[src/rtl/escape_rle_encoder_assert.svh]
// assertion macros used by the rtl top
`ifndef ESCAPE_RLE_ENCODER_ASSERT_SVH
`define ESCAPE_RLE_ENCODER_ASSERT_SVH

// same-cycle implication
`define ERLE_ASSERT_IMPL(label, clk, rst_n, ante, cons) \
    label: assert property (@(posedge clk) disable iff (!rst_n) (ante) |-> (cons)) \
        else $error("assertion failed");

// next-cycle implication
`define ERLE_ASSERT_NEXT(label, clk, rst_n, ante, cons) \
    label: assert property (@(posedge clk) disable iff (!rst_n) (ante) |=> (cons)) \
        else $error("assertion failed");

`endif

[src/rtl/erle_pkg.sv]
package erle_pkg;

    localparam int QUEUE_DEPTH = 4;
    localparam int CFG_ADDR_W  = 3;
    localparam int CFG_DATA_W  = 32;

    localparam logic [0:0] REG_ESCAPE = 1'b0;

    localparam logic [7:0] COUNT_ESC_BYTE  = 8'hff;
    localparam int         COUNT_ONE_MAX   = 255;
    localparam int         GROUP_MAX       = 127;
    localparam int         GROUP_BITS      = 7;
    localparam int         SHORT_RUN_MAX   = 3;

    typedef struct packed {
        logic [7:0] a_value;
        logic       b_valid;
        logic [7:0] b_value;
    } run_pair_t;

    typedef enum logic [3:0] {
        ST_IDLE,
        ST_ESC,
        ST_CNT,
        ST_FF,
        ST_GRP,
        ST_VAL,
        ST_PAIR_ESC,
        ST_PAIR_ZERO,
        ST_LIT
    } back_state_t;

endpackage

[src/rtl/erle_fifo.sv]
module erle_fifo #(
    parameter int WIDTH = 49,
    parameter int DEPTH = 4
) (
    input  logic             clk,
    input  logic             rst_n,
    input  logic             wr_en,
    input  logic [WIDTH-1:0] wr_data,
    input  logic             rd_en,
    output logic [WIDTH-1:0] rd_data,
    output logic             full,
    output logic             empty
);

    localparam int PTR_W = (DEPTH > 1) ? $clog2(DEPTH) : 1;
    localparam int CNT_W = $clog2(DEPTH + 1);

    logic [WIDTH-1:0] mem_reg [DEPTH];
    logic [PTR_W-1:0] wr_ptr_reg;
    logic [PTR_W-1:0] wr_ptr_next;
    logic [PTR_W-1:0] rd_ptr_reg;
    logic [PTR_W-1:0] rd_ptr_next;
    logic [CNT_W-1:0] count_reg;
    logic [CNT_W-1:0] count_next;

    assign full    = (count_reg == CNT_W'(DEPTH));
    assign empty   = (count_reg == '0);
    assign rd_data = mem_reg[rd_ptr_reg];

    always_comb
    begin
        wr_ptr_next = wr_ptr_reg;
        rd_ptr_next = rd_ptr_reg;
        count_next  = count_reg;
        if (wr_en)
        begin
            wr_ptr_next = (wr_ptr_reg == PTR_W'(DEPTH - 1)) ? '0 : wr_ptr_reg + PTR_W'(1);
        end
        if (rd_en)
        begin
            rd_ptr_next = (rd_ptr_reg == PTR_W'(DEPTH - 1)) ? '0 : rd_ptr_reg + PTR_W'(1);
        end
        if (wr_en && !rd_en)
        begin
            count_next = count_reg + CNT_W'(1);
        end
        else if (rd_en && !wr_en)
        begin
            count_next = count_reg - CNT_W'(1);
        end
    end

    always_ff @(posedge clk or negedge rst_n)
    begin
        if (!rst_n)
        begin
            wr_ptr_reg <= '0;
            rd_ptr_reg <= '0;
            count_reg  <= '0;
        end
        else
        begin
            wr_ptr_reg <= wr_ptr_next;
            rd_ptr_reg <= rd_ptr_next;
            count_reg  <= count_next;
        end
    end

    always_ff @(posedge clk)
    begin
        if (wr_en)
        begin
            mem_reg[wr_ptr_reg] <= wr_data;
        end
    end

endmodule

[src/rtl/erle_front.sv]
module erle_front #(
    parameter int COUNT_WIDTH = 32
) (
    input  logic                    clk,
    input  logic                    rst_n,
    input  logic                    accept,
    input  logic [7:0]              data_byte,
    input  logic                    is_final,
    output logic                    q_push,
    output logic [COUNT_WIDTH-1:0]  q_len,
    output erle_pkg::run_pair_t     q_pair,
    output logic                    run_open
);

    logic [7:0]             prev_byte_reg;
    logic [7:0]             prev_byte_next;
    logic                   prev_valid_reg;
    logic                   prev_valid_next;
    logic [COUNT_WIDTH-1:0] run_len_reg;
    logic [COUNT_WIDTH-1:0] run_len_next;
    logic [COUNT_WIDTH-1:0] len_inc;
    logic                   same;

    assign run_open = prev_valid_reg;
    assign same     = prev_valid_reg && (data_byte == prev_byte_reg);
    assign len_inc  = (&run_len_reg) ? run_len_reg : run_len_reg + COUNT_WIDTH'(1);

    always_comb
    begin
        prev_byte_next  = prev_byte_reg;
        prev_valid_next = prev_valid_reg;
        run_len_next    = run_len_reg;
        q_push          = 1'b0;
        q_len           = run_len_reg;
        q_pair.a_value  = prev_byte_reg;
        q_pair.b_valid  = 1'b0;
        q_pair.b_value  = data_byte;
        if (accept)
        begin
            if (same)
            begin
                run_len_next = len_inc;
                if (is_final)
                begin
                    q_push = 1'b1;
                    q_len  = len_inc;
                end
            end
            else
            begin
                if (prev_valid_reg)
                begin
                    q_push         = 1'b1;
                    q_pair.b_valid = is_final;
                end
                else if (is_final)
                begin
                    q_push         = 1'b1;
                    q_len          = COUNT_WIDTH'(1);
                    q_pair.a_value = data_byte;
                end
                prev_byte_next  = data_byte;
                prev_valid_next = 1'b1;
                run_len_next    = COUNT_WIDTH'(1);
            end
            if (is_final)
            begin
                prev_byte_next  = '0;
                prev_valid_next = 1'b0;
                run_len_next    = '0;
            end
        end
    end

    always_ff @(posedge clk or negedge rst_n)
    begin
        if (!rst_n)
        begin
            prev_byte_reg  <= '0;
            prev_valid_reg <= 1'b0;
            run_len_reg    <= '0;
        end
        else
        begin
            prev_byte_reg  <= prev_byte_next;
            prev_valid_reg <= prev_valid_next;
            run_len_reg    <= run_len_next;
        end
    end

endmodule

[src/rtl/erle_back.sv]
module erle_back #(
    parameter int COUNT_WIDTH = 32
) (
    input  logic                    clk,
    input  logic                    rst_n,
    input  logic [7:0]              escape_byte,
    input  logic                    q_empty,
    input  logic [COUNT_WIDTH-1:0]  q_len,
    input  erle_pkg::run_pair_t     q_pair,
    output logic                    q_pop,
    input  logic                    pop,
    output logic                    empty,
    output logic [7:0]              code_byte,
    output logic                    last_of_run,
    output logic                    busy
);

    erle_pkg::back_state_t  state_reg;
    erle_pkg::back_state_t  state_next;
    logic [7:0]             value_reg;
    logic [7:0]             value_next;
    logic [COUNT_WIDTH-1:0] rem_reg;
    logic [COUNT_WIDTH-1:0] rem_next;
    logic                   b_pend_reg;
    logic                   b_pend_next;
    logic [7:0]             b_value_reg;
    logic [7:0]             b_value_next;
    logic                   out_valid_reg;
    logic                   out_valid_next;
    logic [7:0]             code_reg;
    logic [7:0]             code_next;
    logic                   last_reg;
    logic                   last_next;

    logic                   out_free;
    logic                   emit;
    logic                   run_done;
    logic [7:0]             emit_byte;
    logic                   ld;
    logic [7:0]             ld_value;
    logic [COUNT_WIDTH-1:0] ld_len;

    assign empty       = !out_valid_reg;
    assign code_byte   = code_reg;
    assign last_of_run = last_reg;
    assign busy        = (state_reg != erle_pkg::ST_IDLE);
    assign out_free    = !out_valid_reg || pop;

    always_comb
    begin
        state_next     = state_reg;
        value_next     = value_reg;
        rem_next       = rem_reg;
        b_pend_next    = b_pend_reg;
        b_value_next   = b_value_reg;
        out_valid_next = out_valid_reg;
        code_next      = code_reg;
        last_next      = last_reg;
        q_pop          = 1'b0;
        emit           = 1'b0;
        run_done       = 1'b0;
        emit_byte      = '0;
        ld             = 1'b0;
        ld_value       = b_value_reg;
        ld_len         = COUNT_WIDTH'(1);

        if (pop && out_valid_reg)
        begin
            out_valid_next = 1'b0;
        end

        if (busy && out_free)
        begin
            emit = 1'b1;
            unique case (state_reg)
                erle_pkg::ST_ESC:
                begin
                    emit_byte = escape_byte;
                    if (rem_reg < COUNT_WIDTH'(erle_pkg::COUNT_ONE_MAX))
                    begin
                        state_next = erle_pkg::ST_CNT;
                    end
                    else
                    begin
                        rem_next   = rem_reg - COUNT_WIDTH'(erle_pkg::COUNT_ONE_MAX);
                        state_next = erle_pkg::ST_FF;
                    end
                end
                erle_pkg::ST_CNT:
                begin
                    emit_byte  = rem_reg[7:0];
                    state_next = erle_pkg::ST_VAL;
                end
                erle_pkg::ST_FF:
                begin
                    emit_byte  = erle_pkg::COUNT_ESC_BYTE;
                    state_next = erle_pkg::ST_GRP;
                end
                erle_pkg::ST_GRP:
                begin
                    if (rem_reg > COUNT_WIDTH'(erle_pkg::GROUP_MAX))
                    begin
                        emit_byte = {1'b0, rem_reg[6:0]};
                        rem_next  = rem_reg >> erle_pkg::GROUP_BITS;
                    end
                    else
                    begin
                        emit_byte  = {1'b1, rem_reg[6:0]};
                        state_next = erle_pkg::ST_VAL;
                    end
                end
                erle_pkg::ST_VAL:
                begin
                    emit_byte = value_reg;
                    run_done  = 1'b1;
                end
                erle_pkg::ST_PAIR_ESC:
                begin
                    emit_byte  = escape_byte;
                    state_next = erle_pkg::ST_PAIR_ZERO;
                end
                erle_pkg::ST_PAIR_ZERO:
                begin
                    emit_byte = '0;
                    rem_next  = rem_reg - COUNT_WIDTH'(1);
                    if (rem_reg == COUNT_WIDTH'(1))
                    begin
                        run_done = 1'b1;
                    end
                    else
                    begin
                        state_next = erle_pkg::ST_PAIR_ESC;
                    end
                end
                erle_pkg::ST_LIT:
                begin
                    emit_byte = value_reg;
                    rem_next  = rem_reg - COUNT_WIDTH'(1);
                    if (rem_reg == COUNT_WIDTH'(1))
                    begin
                        run_done = 1'b1;
                    end
                end
                default:
                begin
                    emit = 1'b0;
                end
            endcase
        end

        if (run_done)
        begin
            state_next = erle_pkg::ST_IDLE;
        end

        // load the next run as soon as the current one finishes
        if (!busy || run_done)
        begin
            if (b_pend_reg)
            begin
                ld          = 1'b1;
                b_pend_next = 1'b0;
            end
            else if (!q_empty)
            begin
                ld           = 1'b1;
                q_pop        = 1'b1;
                ld_value     = q_pair.a_value;
                ld_len       = q_len;
                b_pend_next  = q_pair.b_valid;
                b_value_next = q_pair.b_value;
            end
        end

        if (ld)
        begin
            value_next = ld_value;
            if (ld_len > COUNT_WIDTH'(erle_pkg::SHORT_RUN_MAX))
            begin
                state_next = erle_pkg::ST_ESC;
                rem_next   = ld_len - COUNT_WIDTH'(erle_pkg::SHORT_RUN_MAX);
            end
            else if (ld_value == escape_byte)
            begin
                state_next = erle_pkg::ST_PAIR_ESC;
                rem_next   = ld_len;
            end
            else
            begin
                state_next = erle_pkg::ST_LIT;
                rem_next   = ld_len;
            end
        end

        if (emit)
        begin
            out_valid_next = 1'b1;
            code_next      = emit_byte;
            last_next      = run_done && !b_pend_reg;
        end
    end

    always_ff @(posedge clk or negedge rst_n)
    begin
        if (!rst_n)
        begin
            state_reg     <= erle_pkg::ST_IDLE;
            b_pend_reg    <= 1'b0;
            out_valid_reg <= 1'b0;
        end
        else
        begin
            state_reg     <= state_next;
            b_pend_reg    <= b_pend_next;
            out_valid_reg <= out_valid_next;
        end
    end

    always_ff @(posedge clk)
    begin
        value_reg   <= value_next;
        rem_reg     <= rem_next;
        b_value_reg <= b_value_next;
        code_reg    <= code_next;
        last_reg    <= last_next;
    end

endmodule

[src/rtl/escape_rle_encoder.sv]
// channel   | handshake                    | payload
// ----------+------------------------------+--------------------------
// input     | push / full                  | data_byte, is_final
// result    | empty / pop                  | code_byte, last_of_run
// config    | psel penable pwrite pready   | paddr, pwdata, prdata
//
// one input byte is taken per cycle while the run queue has room
// the serializer sends one result byte per cycle unless the result side stalls
// a short run of n bytes gives n bytes, or n escape-zero pairs for the escape byte
// the output register and the run queue let both sides stall independently
// reset is asynchronous and clears the run state, the queue and the escape byte
`include "escape_rle_encoder_assert.svh"

module escape_rle_encoder #(
    parameter int COUNT_WIDTH = 32
) (
    input  logic                            clk,
    input  logic                            rst_n,
    input  logic                            push,
    output logic                            full,
    input  logic [7:0]                      data_byte,
    input  logic                            is_final,
    output logic                            empty,
    input  logic                            pop,
    output logic [7:0]                      code_byte,
    output logic                            last_of_run,
    input  logic                            psel,
    input  logic                            penable,
    input  logic                            pwrite,
    input  logic [erle_pkg::CFG_ADDR_W-1:0] paddr,
    input  logic [erle_pkg::CFG_DATA_W-1:0] pwdata,
    output logic [erle_pkg::CFG_DATA_W-1:0] prdata,
    output logic                            pready
);

    localparam int PAIR_W  = $bits(erle_pkg::run_pair_t);
    localparam int ENTRY_W = COUNT_WIDTH + PAIR_W;

    logic [7:0]             escape_reg;
    logic [7:0]             escape_next;
    logic                   cfg_wr;
    logic [0:0]             reg_idx;

    logic                   accept;
    logic                   q_push;
    logic                   q_pop;
    logic                   q_full;
    logic                   q_empty;
    logic [COUNT_WIDTH-1:0] push_len;
    erle_pkg::run_pair_t    push_pair;
    logic [ENTRY_W-1:0]     head;
    logic [COUNT_WIDTH-1:0] head_len;
    erle_pkg::run_pair_t    head_pair;
    logic                   run_open;
    logic                   back_busy;

    assign pready  = 1'b1;
    assign reg_idx = paddr[2:2];
    assign cfg_wr  = psel && penable && pwrite && pready;

    always_comb
    begin
        escape_next = escape_reg;
        prdata      = '0;
        unique case (reg_idx)
            erle_pkg::REG_ESCAPE:
            begin
                prdata = {{(erle_pkg::CFG_DATA_W - 8){1'b0}}, escape_reg};
                if (cfg_wr)
                begin
                    escape_next = pwdata[7:0];
                end
            end
            default:
            begin
                prdata = '0;
            end
        endcase
    end

    always_ff @(posedge clk or negedge rst_n)
    begin
        if (!rst_n)
        begin
            escape_reg <= '0;
        end
        else
        begin
            escape_reg <= escape_next;
        end
    end

    assign full   = q_full;
    assign accept = push && !q_full;

    erle_front #(
        .COUNT_WIDTH(COUNT_WIDTH)
    ) u_front (
        .clk      (clk),
        .rst_n    (rst_n),
        .accept   (accept),
        .data_byte(data_byte),
        .is_final (is_final),
        .q_push   (q_push),
        .q_len    (push_len),
        .q_pair   (push_pair),
        .run_open (run_open)
    );

    erle_fifo #(
        .WIDTH(ENTRY_W),
        .DEPTH(erle_pkg::QUEUE_DEPTH)
    ) u_fifo (
        .clk    (clk),
        .rst_n  (rst_n),
        .wr_en  (q_push),
        .wr_data({push_len, push_pair}),
        .rd_en  (q_pop),
        .rd_data(head),
        .full   (q_full),
        .empty  (q_empty)
    );

    assign head_len  = head[ENTRY_W-1:PAIR_W];
    assign head_pair = erle_pkg::run_pair_t'(head[PAIR_W-1:0]);

    erle_back #(
        .COUNT_WIDTH(COUNT_WIDTH)
    ) u_back (
        .clk        (clk),
        .rst_n      (rst_n),
        .escape_byte(escape_reg),
        .q_empty    (q_empty),
        .q_len      (head_len),
        .q_pair     (head_pair),
        .q_pop      (q_pop),
        .pop        (pop),
        .empty      (empty),
        .code_byte  (code_byte),
        .last_of_run(last_of_run),
        .busy       (back_busy)
    );

    // the front never writes into a full queue
    `ERLE_ASSERT_IMPL(a_queue_no_overflow, clk, rst_n, q_push, !q_full)
    // a final byte closes the open run
    `ERLE_ASSERT_NEXT(a_final_closes_run, clk, rst_n, accept && is_final, !run_open)
    // an idle serializer picks up a waiting run at once
    `ERLE_ASSERT_NEXT(a_back_picks_up, clk, rst_n, !q_empty && !back_busy, back_busy)

endmodule
[config.mk]
export PLATFORM = sky130hd
export DESIGN_NAME = escape_rle_encoder
export DESIGN_NICKNAME = d
export VERILOG_FILES = /design/src/rtl/erle_pkg.sv /design/src/rtl/erle_fifo.sv /design/src/rtl/erle_front.sv /design/src/rtl/erle_back.sv /design/src/rtl/escape_rle_encoder.sv
export VERILOG_INCLUDE_DIRS = /design/src /design/src/rtl
export SDC_FILE = /design/constraint.sdc
export NUM_CORES = 1
export LEC_CHECK = 0
export BUFFER_PORTS_ARGS = -buffer_cell sky130_fd_sc_hd__buf_2
export CAP_MARGIN = 20
export CORE_ASPECT_RATIO = 0.6
export CORE_MARGIN = 8
export CORE_UTILIZATION = 55
export DETAILED_ROUTE_END_ITERATION = 8
export PLACE_DENSITY = 0.73
export SYNTH_ARGS = -nofsm -noshare
export SYNTH_HDL_FRONTEND = slang
export SYNTH_SLANG_ARGS = --single-unit
[constraint.sdc]
create_clock -name clk -period 7.38 [get_ports clk]
set_input_delay 1.845 -clock clk [delete_from_list [all_inputs] [get_ports clk]]
set_output_delay 1.845 -clock clk [all_outputs]
set_load 0.02 [all_outputs]
* After elaboration in Yosys (flattened, before gate mapping) *
Memory sizes are Yosys's and may differ from the RTL's.
Index checks and enable logic that the tools add are counted.
Widths: inputs -> output; s select.

operators by class
  add/subtract/negate cells = 8
  order comparisons = 3
  equality and inequality tests = 19
  multiplexer cells = 65
  bitwise gates (word level) = 3
  reduce and logical (&&, ||, !) cells = 35

operators with widths
  operator               count
  $mux 32                16
  $pmux 32 s3            1
  $mux 8                 9
  $pmux 8 s5             1
  $add 32x1->32 const B  1
  $eq 32x1->1 const B    1
  $gt 32x2->1 const B    1
  $gt 32x7->1 const B    1
  $lt 32x8->1 const B    1
  $reduce_and 32->1      1
  $sub 32x1->32 const B  1
  $sub 32x2->32 const B  1
  $sub 32x8->32 const B  1
  $mux 4                 7
  $pmux 4 s6             1
  $mux 1                 23
  $mux 9                 2
  $eq 4x3->1 const B     4
  $eq 8x8->1             2
  $logic_and 1x1->1      9
  $eq 4x2->1 const B     2
  $ne 4x2->1 const B     2
  $reduce_and 4->1       2
  $reduce_bool 4->1      2
  24 further kinds       41

storage, ports and cells
  register bits = 119
  memory bits (writable) = 196
  input port bits = 51
  output and inout port bits = 44
  logic and storage cells = 149
  memories kept = 1

memory list
  memory          words  width  rd ports  clocked after Yosys merged registers in  wr ports  RTL line         RTL
  u_fifo.mem_reg  4      49     1         0                                        1         erle_fifo.sv:18  logic [WIDTH-1:0] mem_reg [DEPTH];

* Logic depth before layout (Yosys ltp) *
  depth in word-level cells = 10
  gate-level depth with buffers = 17
  depth with buffers taken out = 14

* Cells and area by module *
A second synthesis with hierarchy kept.

unflattened totals
  cell total of the unflattened synthesis = 1424
  area total of the unflattened synthesis = 16963.8 sq um

by module, submodules not included
  module              instances  cells each  area an instance (sq um)  seq. area each (sq um)
  erle_fifo           1          294         7544.7                    6060.8
  erle_back           1          651         5376.4                    1861.8
  erle_front          1          426         3457.1                    1026.0
  escape_rle_encoder  1          53          585.6                     200.2

* Worst setup path after synthesis *
Ideal clock, no wire load.

  kind = input to register
  start point = input port pop
  end point = register u_back.rem_reg[24] (data pin)
  library setup time = 280 ps
  data arrival time = 4303 ps
  data required time = 7100 ps
  slack = 2796 ps
  cell stages on the path = 16
  buffers on the path = 3
  cell sequence = nand2b_1 -> o21ai_1 -> or4_1 -> o21a_1 -> buf_6 -> inv_4 -> buf_6 -> clkbuf_1 -> nand2_1 -> inv_1 -> ha_1 -> nor2_1 -> nand4_1 -> nor2_1 -> xnor2_1 -> o22ai_1

on the way
  word-level cells in the longest chain between the ends = 8
  elaborated cells on any way between the ends = 10
  those cells by class = add/sub: 1; order compare: 1; mux: 5; reduce/logical: 3

RTL lines
  element                                              RTL line                            RTL
  start, declared                                      escape_rle_encoder.sv:24            input logic pop,
  $logic_or 1x1->1 *                                   erle_back.sv:47                     assign out_free = !out_valid_reg || pop;
  $logic_and 1x1->1 *                                  erle_back.sv:72                     if (busy && out_free)
  $mux 1 *                                             erle_back.sv:72
  $logic_or 1x1->1 *                                   erle_back.sv:157                    if (!busy || run_done)
  $mux 32                                              erle_back.sv:157
  $sub 32x2->32 / $gt 32x2->1 (equally long branches)  erle_back.sv:181, erle_back.sv:178
  $mux 32                                              erle_back.sv:178                    if (ld_len > COUNT_WIDTH'(erle_pkg::SHORT_RUN_MAX))
  $mux 32 *                                            erle_back.sv:175                    if (ld)
  via u_back.rem_next[24]                              erle_back.sv:23                     logic [COUNT_WIDTH-1:0] rem_next;
  end signal, assigned                                 erle_back.sv:222                    rem_reg <= rem_next;
  end, declared                                        erle_back.sv:22                     logic [COUNT_WIDTH-1:0] rem_reg;

Mark *: on every way through the listed nets, which the timed path passes. The rest lies on a longest branch.
A chain may end at the register's enable or synchronous reset.

* Worst setup path in the final report *
  start point = input port pop
  end point = register u_back.rem_reg[30] (data pin)

The elaborated chain is that of the path after synthesis.

==> results.rst <==
.. list-table::
   :header-rows: 1

   * - Metric
     - Value
   * - Grt met1 use
     - 36.8%
   * - Share of synthesized area occupied by flip-flops and latches
     - 55.8%
   * - Count leader, synth
     - sky130_fd_sc_hd__edfxtp_1
   * - RePlAce Congestion
     - 0.919
   * - Flip-flop count of the largest register after layout
     - 196
   * - CTS HTree Levels
     - 1
   * - Total number of vias
     - 12000
   * - Ratio of cells with drive above 1 in the final layout
     - 14.5%
   * - DRC errors left
     - 0
   * - First-iteration detailed-routing DRC count
     - 1734
   * - Cell leakage power
     - 6.12 nW
   * - Met2 Use GR
     - 30.6%
   * - Number of antenna diodes
     - 0
   * - Final setup vio count
     - 0
   * - Synthesis warning total
     - 0
   * - Top post-synthesis cells by count
     - sky130_fd_sc_hd__edfxtp_1 (253), sky130_fd_sc_hd__nand2_1 (162), sky130_fd_sc_hd__o21ai_0 (114), sky130_fd_sc_hd__nor2_1 (89), sky130_fd_sc_hd__a21oi_1 (80)
   * - TritonCTS clock tree
     - yes
   * - Final worst path period share
     - 62.7%
   * - Clock slew at the register clock pins of the worst setup and hold paths
     - 0.07 ns
   * - Cell area after technology mapping
     - 0.0164 mm²
   * - Post-route core utilization
     - 60.2%
   * - Effective utilization at floorplan
     - 55.4%
   * - Syn Inst Count
     - 1421
   * - Cells taking the most area after synthesis
     - sky130_fd_sc_hd__edfxtp_1 (46%), sky130_fd_sc_hd__dfrtp_1 (9.5%), sky130_fd_sc_hd__mux4_2 (6.6%), sky130_fd_sc_hd__nand2_1 (3.7%), sky130_fd_sc_hd__o21ai_0 (3.5%)
   * - Final Hold Violating Endpoints
     - 0
   * - # Post-CTS Setup Buffers
     - 0
   * - Worst slew margin
     - 27.3%
   * - Hold-fix buffer count after cts
     - 0
   * - Most used flip-flop cell after synthesis
     - sky130_fd_sc_hd__edfxtp_1
   * - Max_cap viols
     - 0
   * - Detail Route Antenna Nets
     - 0
   * - Signal arrival time at the worst endpoint
     - 4.93 ns
   * - Inserted Clock Buffers
     - 28
   * - Fin Setup TNS
     - 0 ns
   * - Die area
     - 0.0358 mm²
   * - Count of cells resized by post-cts repair
     - 0
   * - Share of the synthesized area in the top cell type
     - 46.3%
   * - Port Buffers
     - 43
   * - Overall die width
     - 239 µm
   * - Number of enable flip-flop cells after synthesis
     - 253
   * - Syn avg cell area
     - 11.5 µm²
   * - Clock latency reported for the late side of the worst-skew pair
     - 0.58 ns
   * - Total global routing track utilization
     - 22.4%
   * - Min-Delay Path Class
     - reg2reg
   * - I/O pin count
     - 95
   * - Post-layout nets
     - 1495
   * - Layer carrying the most global-route usage
     - met1
   * - DR pass1 iterations
     - 6
   * - Proportion of synthesized flip-flops having asynchronous set or reset
     - 19.7%
   * - Maximum operating frequency
     - 0.216 GHz
   * - Worst VDD drop
     - 0.237 mV
   * - Register bit total from synthesis
     - 315
   * - Clock tree buffer depth
     - 3
   * - Die Height
     - 150 µm
   * - Antenna violations before repair
     - 0
   * - GR Layer Usage met3
     - 4.21%
   * - Wire length after detailed routing
     - 41000 µm
   * - Number of sinks handled by clock tree synthesis
     - 315
   * - CTS root buffer
     - sky130_fd_sc_hd__clkbuf_16
   * - Type of the worst setup path
     - in2reg
   * - Final WS setup
     - 2.75 ns
   * - Global-route wire length before repair
     - 63100 µm
   * - Startpoint type of the worst setup path
     - primary input
   * - Crit. End Element
     - register
   * - Result of the run
     - finished, final reports clean
   * - Largest area contributor in the netlist
     - sky130_fd_sc_hd__edfxtp_1
   * - Transition at the pin with the smallest max-transition slack
     - 1.09 ns
   * - Final min period
     - 4.63 ns
   * - Setup repair after global routing missed its margin
     - no
   * - Via count of the first global-routing pass
     - 10800
   * - Unique masters post-synth
     - 81
   * - Area delta synth->final
     - 8.73%
   * - GR Overflow Total
     - 0
   * - Num rows
     - 49
   * - Post-DR wirelength/cell
     - 22.0 µm
   * - Required time at the worst-slack endpoint
     - 7.69 ns
   * - Pin count of the biggest net entering global routing
     - 63
   * - Power density of the placed cells
     - 371 mW/mm²
   * - Maximum fanout count along the critical path
     - 41
   * - Fin. max-slew vios
     - 0
   * - Core area
     - 0.0296 mm²
   * - Maximum clock skew at final layout
     - 0.0227 ns
   * - Post-Place Worst Slack
     - 2.23 ns
   * - HPWL reported at the end of detailed placement
     - 27800 µm
   * - Number of vias per cell after detailed routing
     - 6.42
==> through the flow <==
step / instance area, µm² / hold slack, ns / std cells / total power, W
finish: 17800 / 0.522 / 1862 / 0.00661
global route: 17800 / 0.541 / 1862 / 0.00694
CTS: 17800 / 0.525 / 1862 / 0.00659
detailed placement: 16800 / 0.510 / 1810 / 0.00504
global placement: 16800 / 0.503 / 1809 / 0.00498
floorplan: 16500 / 0.478 / 1444 / 0.00436
==> worst max-delay path, cell delays in order <==
cell,delay [ns]
sky130_fd_sc_hd__buf_2,0.09
sky130_fd_sc_hd__nand2b_1,0.22
sky130_fd_sc_hd__o21ai_1,0.22
sky130_fd_sc_hd__or4_1,0.55
sky130_fd_sc_hd__o21a_1,0.23
sky130_fd_sc_hd__inv_4,0.35
sky130_fd_sc_hd__nand2b_1,0.18
sky130_fd_sc_hd__ha_1,0.31
sky130_fd_sc_hd__nor2_1,0.18
sky130_fd_sc_hd__nand4_1,0.25
sky130_fd_sc_hd__nor4_2,0.26
sky130_fd_sc_hd__xnor2_1,0.16
sky130_fd_sc_hd__o21ai_0,0.09
==> layout by cell type, fill, tap and decap left out, types with 8 or more instances in the layout <==
master	count
sky130_fd_sc_hd__xor2_1	22
sky130_fd_sc_hd__a221oi_1	15
sky130_fd_sc_hd__nand4_1	8
sky130_fd_sc_hd__nand2_1	162
sky130_fd_sc_hd__a31oi_1	28
sky130_fd_sc_hd__buf_4	18
sky130_fd_sc_hd__ha_1	11
sky130_fd_sc_hd__mux2_2	19
sky130_fd_sc_hd__conb_1	25
sky130_fd_sc_hd__dfrtp_1	60
sky130_fd_sc_hd__xnor2_1	25
sky130_fd_sc_hd__mux4_2	48
sky130_fd_sc_hd__nor3_1	33
sky130_fd_sc_hd__buf_2	43
sky130_fd_sc_hd__o22ai_1	21
sky130_fd_sc_hd__and2_1	9
sky130_fd_sc_hd__edfxtp_1	253
sky130_fd_sc_hd__inv_1	21
sky130_fd_sc_hd__clkbuf_16	28
sky130_fd_sc_hd__nor2_1	89
sky130_fd_sc_hd__nor4_1	13
sky130_fd_sc_hd__and3_1	27
sky130_fd_sc_hd__o211ai_1	9
sky130_fd_sc_hd__nand3_1	51
sky130_fd_sc_hd__o21ai_0	114
sky130_fd_sc_hd__a21oi_1	80
sky130_fd_sc_hd__or3_1	12
sky130_fd_sc_hd__o31ai_1	41
sky130_fd_sc_hd__nor4_2	8
sky130_fd_sc_hd__nor2b_1	10
==> logic make-up after synthesis <==
family / Yosys count / synth area share, %
other: 2 / 0.0458
DFF: 315 / 55.8
AOI/OAI and AO/OA: 372 / 14.1
and+or+nand+nor: 475 / 14.7
xor gates and xnor gates: 47 / 2.51
adders and majority gates: 12 / 0.961
buffers and inverters: 127 / 3.78
muxes: 71 / 8.14
==> path summary, 6_finish.rpt <==
kind | start | to | slack, ns | cells past startpoint
worst max register to register | u_fifo.rd_ptr_reg[0] | u_back.rem_reg[31] | 2.96 | 9
worst max-delay path | pop | u_back.rem_reg[30] | 2.75 | 13
max in group asynchronous | rst_n | u_fifo.rd_ptr_reg[0] | 5.18 | 2
worst min-delay path | u_fifo.count_reg[2] | u_fifo.count_reg[2] | 0.52 | 1
min in group asynchronous | rst_n | u_fifo.wr_ptr_reg[1] | 1.47 | 2
worst min register to register | u_fifo.count_reg[2] | u_fifo.count_reg[2] | 0.52 | 1
==> cell type report <==
cell class | count | area, µm²
multi-input cells | 1002 | 6730
repair buffers | 62 | 362
clock buffers | 36 | 771
inverters | 23 | 88.8
clock inverters | 16 | 210
flip-flops and latches | 315 | 9150
fillers | 2319 | 11800
well taps | 408 | 510
==> power by group <==
part | switching, W | total (W) | internal [W] | leakage, nW
Clock | 0.000664 | 0.00155 | 0.000883 | 0.475
Sequential | 0.000442 | 0.00285 | 0.00240 | 3.19
Combinational | 0.00135 | 0.00222 | 0.000866 | 2.45
==> layer usage <==
metal	wire length (µm)	part of all wire [%]
met5	0	0
met4	680	1.7
met3	4160	10
met2	16800	41
met1	19300	47
Note: power is estimated with default switching activity, not from simulation.
